### src/rtl/core/lqps_pkg.sv
`default_nettype none
// ----------------------------------------------------------------------------
// Lane queue priority scorer package
// Shared widths, operation and status codes, word layouts and the command and
// status groups that join the controller to the datapath.
// ----------------------------------------------------------------------------
package lqps_pkg;

  localparam int DEPTH_DEFAULT   = 256;
  localparam int ID_BITS_DEFAULT = 16;

  localparam int OPCODE_W    = 2;
  localparam int VID_W       = 16;
  localparam int STATUS_W    = 2;
  localparam int COUNT_OUT_W = 8;
  localparam int WAIT_W      = 32;
  localparam int PRIO_W      = 28;
  localparam int CAP_W       = 8;
  localparam int BLOCK_W     = 9;
  localparam int FRAC_BITS   = 8;
  // Priority numerator: a 32-bit product scaled by 2^8.
  localparam int NUM_W       = WAIT_W + FRAC_BITS;

  localparam int CFG_IDX_W  = 1;
  localparam int CFG_DATA_W = BLOCK_W;

  localparam logic [CFG_IDX_W-1:0] CFG_LANE_CAPACITY = 1'd0;
  localparam logic [CFG_IDX_W-1:0] CFG_BLOCKAGE      = 1'd1;

  localparam logic [OPCODE_W-1:0] OP_ADD    = 2'd0;
  localparam logic [OPCODE_W-1:0] OP_REMOVE = 2'd1;
  localparam logic [OPCODE_W-1:0] OP_TICK   = 2'd2;

  localparam logic [STATUS_W-1:0] ST_OK    = 2'd0;
  localparam logic [STATUS_W-1:0] ST_FULL  = 2'd1;
  localparam logic [STATUS_W-1:0] ST_EMPTY = 2'd2;

  localparam logic [PRIO_W-1:0]  EMERGENCY_SCORE = 28'd255999744;
  localparam logic [CAP_W-1:0]   CAPACITY_RESET  = 8'd16;
  localparam logic [BLOCK_W-1:0] FULL_BLOCK      = 9'd256;

  typedef struct packed {
    logic [OPCODE_W-1:0] opcode;
    logic [VID_W-1:0]    vehicle_id;
    logic                is_emergency;
  } item_t;

  typedef struct packed {
    logic [STATUS_W-1:0]    status;
    logic [VID_W-1:0]       removed_id;
    logic                   removed_emergency;
    logic [COUNT_OUT_W-1:0] queued_count;
    logic                   emergency_present;
    logic [WAIT_W-1:0]      wait_total;
    logic [WAIT_W-1:0]      wait_average;
    logic [PRIO_W-1:0]      lane_priority;
    logic [CAP_W-1:0]       usable_capacity;
    logic                   lane_blocked;
  } result_t;

  typedef struct packed {
    logic accept;
    logic exec;
    logic fetch;
    logic start_prio;
    logic load_out;
  } dp_cmd_t;

  typedef struct packed {
    logic div_busy;
    logic out_free;
  } dp_status_t;

endpackage
`default_nettype wire

### src/rtl/core/lqps_ctrl.sv
`default_nettype none
// ----------------------------------------------------------------------------
// Lane queue controller
// Sequences one word: queue update, store read, average divide, priority
// divide and the output load.
// ----------------------------------------------------------------------------
module lqps_ctrl (
  input  wire logic                 clk,
  input  wire logic                 rst,
  input  wire logic                 in_valid,
  output logic                      in_ready,
  input  wire lqps_pkg::dp_status_t stat,
  output lqps_pkg::dp_cmd_t         cmd
);
  import lqps_pkg::*;

  localparam logic [2:0] S_IDLE     = 3'd0;
  localparam logic [2:0] S_EXEC     = 3'd1;
  localparam logic [2:0] S_FETCH    = 3'd2;
  localparam logic [2:0] S_DIV_AVG  = 3'd3;
  localparam logic [2:0] S_PRIO     = 3'd4;
  localparam logic [2:0] S_DIV_PRIO = 3'd5;
  localparam logic [2:0] S_FINISH   = 3'd6;

  logic [2:0] state;
  logic [2:0] state_next;

  assign in_ready       = (state == S_IDLE);
  assign cmd.accept     = in_ready && in_valid;
  assign cmd.exec       = (state == S_EXEC);
  assign cmd.fetch      = (state == S_FETCH);
  assign cmd.start_prio = (state == S_PRIO);
  assign cmd.load_out   = (state == S_FINISH) && stat.out_free;

  always_comb begin
    state_next = state;
    unique case (state)
      S_IDLE:     if (in_valid) state_next = S_EXEC;
      S_EXEC:     state_next = S_FETCH;
      S_FETCH:    state_next = S_DIV_AVG;
      S_DIV_AVG:  if (!stat.div_busy) state_next = S_PRIO;
      S_PRIO:     state_next = S_DIV_PRIO;
      S_DIV_PRIO: if (!stat.div_busy) state_next = S_FINISH;
      S_FINISH:   if (stat.out_free) state_next = S_IDLE;
      default:    state_next = S_IDLE;
    endcase
  end

  always_ff @(posedge clk) begin
    if (rst) begin
      state <= S_IDLE;
    end else begin
      state <= state_next;
    end
  end

endmodule
`default_nettype wire

### config.mk
export PLATFORM = sky130hd
export DESIGN_NAME = lqps_ctrl
export DESIGN_NICKNAME = d
export VERILOG_FILES = /design/src/rtl/core/lqps_pkg.sv /design/src/rtl/core/lqps_ctrl.sv
export SDC_FILE = /design/constraint.sdc
export NUM_CORES = 1
export LEC_CHECK = 0
export BUFFER_PORTS_ARGS = -buffer_cell sky130_fd_sc_hd__buf_2
export CAP_MARGIN = 10
export CELL_PAD_IN_SITES_DETAIL_PLACEMENT = 0
export CELL_PAD_IN_SITES_GLOBAL_PLACEMENT = 1
export CORE_AREA = 10 10 47 49
export CTS_CLUSTER_DIAMETER = 100
export DETAILED_ROUTE_END_ITERATION = 7
export DIE_AREA = 0 0 57 59
export HOLD_SLACK_MARGIN = 0.15
export PLACE_DENSITY_LB_ADDON = 0.3
export RECOVER_POWER = 100
export SETUP_SLACK_MARGIN = 0.3
export SKIP_LAST_GASP = 1
export SYNTH_ARGS = -nofsm -noshare
export SYNTH_HDL_FRONTEND = slang
export SYNTH_SLANG_ARGS = --single-unit
### constraint.sdc
create_clock -name clk -period 2.48 [get_ports clk]
set_clock_uncertainty 0.15 [all_clocks]
set_input_delay 0.248 -clock clk [delete_from_list [all_inputs] [get_ports clk]]
set_output_delay 0.248 -clock clk [all_outputs]
set_load 0.05 [all_outputs]
Word level (Yosys, flattened, before mapping)
Index checks and enable logic that the tools add are counted.

Bits in registers: 3. Input port bits: 5. Logic and storage cells: 20.

Eq/ne operators: 10. Mux-type cells: 5. Reductions and logical operators: 4.

Operators with widths (count): one-hot mux 3 bit (7 select lines) (1); 2-to-1 mux 3 bit (4); equality test 3 bit (second input constant) (3); != test 2 bit (second input constant) (4); equality test 3 x 2 -> 1 bit (second input constant) (2); AND reduction 4 bit (1); equality test 3 x 1 -> 1 bit (second input constant) (1); logical NOT 3 bit (1); logical AND 1 bit (2).

Depth between registers and ports, before layout
Word-level depth: 3. Mapped depth: 3. Gate-level depth less buffers: 2.

Worst setup path before layout
OpenSTA, ideal clock, no wires.

Path kind: reg-to-output. From: reg state[0]. To: out cmd[4] (netlist name). Arrival: 2.146 ns. Data required time: 2.082 ns. Setup slack: -0.064 ns. Cell stages (with the launch flop): 4. Cell sequence: dfxtp_1 buf_2 nor3_1 and2_1.

RTL lines: start, declared (line lqps_ctrl.sv:25) `logic [2:0] state;`; start signal, assigned (line lqps_ctrl.sv:53) `state <= state_next;`; end, declared (line lqps_ctrl.sv:13) `output lqps_pkg::dp_cmd_t cmd`.

==> summary.txt <==
outcome -> complete, no violations
Total Power -> 218 uW
DR pass1 iterations -> 3
Final period util -> 76.1%
placed cell areas -> 290 um^2
total routed wirelength -> 581 um
GRT overflow -> 0
port buffer count -> 10
Top Registers -> state: 3 flops
initial antenna violation count -> 0
post-synthesis register bit count -> 3
number of flip-flops under the largest register name -> 3
CTS H-tree depth -> 1
Post-synth top flop -> dfxtp_1
max-slew violations -> 0
CTS Sinks -> 3
unrepaired setup endpoints after global routing -> false
commonest cells in the netlist -> buf_2 (3), dfxtp_1 (3), nand2b_1 (3), nor3b_1 (3)
max-cap violation count -> 0
ant diodes -> 0
Finished Layout Cells -> 52
# setup viols final -> 0
Post-Synth XOR/XNOR Area -> 0%
row cnt -> 14
top fanout value on the critical path -> 10
top cells by area, synth -> dfxtp_1 (26%), a2111oi_4 (12%), nor3b_1 (9.8%)
Hold Path Class -> primary input to flip-flop
core box area -> 0.00140 mm^2
Max IR drop VDD -> 210 uV
die area -> 0.00336 mm^2
mapped cell area -> 230 um^2
Synth-to-Final Area Change -> 37.0%
Final ANT Viol Nets -> 0
dpl cells -> 47
first-pass GRT wire length -> 1010 um
Critical Path Sink Type -> output port
CTS buffer count -> 3
share of the synthesized area in the top cell type -> 26.1%
pwr/cell area -> 691 mW/mm^2
Wirelength per Cell -> 11.2 um
number of global-route vias before repair -> 233
Fill cells -> 168
Worst Setup Start Kind -> flip-flop
DR iter-0 viols -> 2
largest net degree at the start of global routing -> 12
share of layout cells above drive strength 1 -> 25.0%
Die Ht -> 59 um
chip width -> 57 um
CTS Root Cell -> clkbuf_4
Largest Register -> state
simple-gate area share of the yosys netlist -> 35.3%
Slew @ Worst Pin -> 0.608 ns
cells on worst reg2reg path -> 2
syn nets -> 29
IO Pins -> 11
Yosys cell types -> 16
Via density -> 4.13
Initial Util -> 16.4%
complex-gate fraction of the synthesized area -> 25.5%
adder-cell area share of the yosys netlist -> 0%
worst relative slew slack -> 59.7%
via count -> 215
critical path arrival -> 1.49 ns
Synth area leader -> dfxtp_1
main combinational cell family by area after synthesis -> simple AND/OR/NAND/NOR gates
post-route cell area -> 315 um^2
share of flip-flops with an asynchronous set or reset -> 0%
post-route setup TNS -> 0 ns
Placer Congestion -> 0.697
Worst EP required -> 2.08 ns
GRT Util Overall -> 4.05%
Nets -> 42
clk buf depth -> 2
Syn Inst Count -> 24
sequential fraction of the synthesis area -> 26.1%
critical path type -> flip-flop to output port
EDFF count, synth -> 0
Hold Path Depth -> 3
final routed DRC violation total -> 0
post-synthesis average cell area -> 9.59 um^2
Skew-Pair Late Insertion Delay -> 0.23 ns
Fin. Hold Viols -> 0
Leak -> 0.118 nW
Max Clock Freq -> 530 MHz
YS warnings -> 0
CTS tree -> done
Tmin final -> 1.89 ns
mux cell area share after synthesis -> 6.52%
clock-pin slew on the worst setup and hold paths -> 0.03 ns
what timing repair did:
action | CTS | global route
endpoints found under the setup margin | 0 | 0
hold endpoints to repair | 2 | 0
resized for setup | 0 | 0
hold buffers | 1 | 0
buffers inserted | 0 | 0
cells by family after synthesis:
group | after synthesis
and+or+nand+nor | 12
AOI/OAI and AO/OA | 5
DFF | 3
buffers and inverters | 3
muxes | 1
report_power, final:
part / internal (mW) / switching (mW) / leakage, nW / total [mW]
Sequential: 0.0527 / 0.0112 / 0.0247 / 0.0639
Combinational: 0.0216 / 0.0479 / 0.0780 / 0.0696
Clock: 0.0602 / 0.0243 / 0.0150 / 0.0845
area by class of cell:
cell class                 instances  area (um^2)  area share (%)
multi-input combinational         18          156            49.6
sequential                         3         60.1            19.0
timing repair buffer              11         52.6            16.7
clock buffer                       4         26.3            8.33
tap                               16         20.0            6.35
worst paths after layout:
kind	from	endpoint	slack, ns
setup / recovery	state[2]$_SDFFE_PP0P_	cmd[1]	0.59
setup reg to reg	state[0]$_SDFFE_PP0P_	state[1]$_SDFFE_PP0P_	0.98
hold / removal	stat[0]	state[2]$_SDFFE_PP0P_	0.20
hold reg to reg	state[1]$_SDFFE_PP0P_	state[2]$_SDFFE_PP0P_	0.49
placed cells by master (no fill, tap or decap), types with 3 or more instances in the layout:
master | Yosys | final
nand2b_1 | 3 | 3
dfxtp_1 | 3 | 3
nor3b_1 | 3 | 3
clkbuf_1 | 0 | 7
buf_2 | 3 | 4
clkbuf_4 | 0 | 3
stage by stage:
step,setup WS [ns],hold slack (ns),util (%)
global route,0.456,0.188,22.5
floorplan,0.397,0.162,-
finish,0.592,0.196,22.5
detailed placement,1.05,0.330,20.7
global placement,1.05,0.326,20.7
CTS,0.802,0.188,23.3
critical path: stages (launching register included):
cell      delay [ns]
dfxtp_1         0.54
nor3b_1         0.23
clkbuf_1        0.49
routing by layer:
metal | routed length, um | track usage (%)
met1 | 230 | 3.54
met2 | 316 | 5.89
met3 | 25 | 2.36
met4 | 9 | 5.03
met5 | 0 | 0
(Power assumes the default switching activity.)
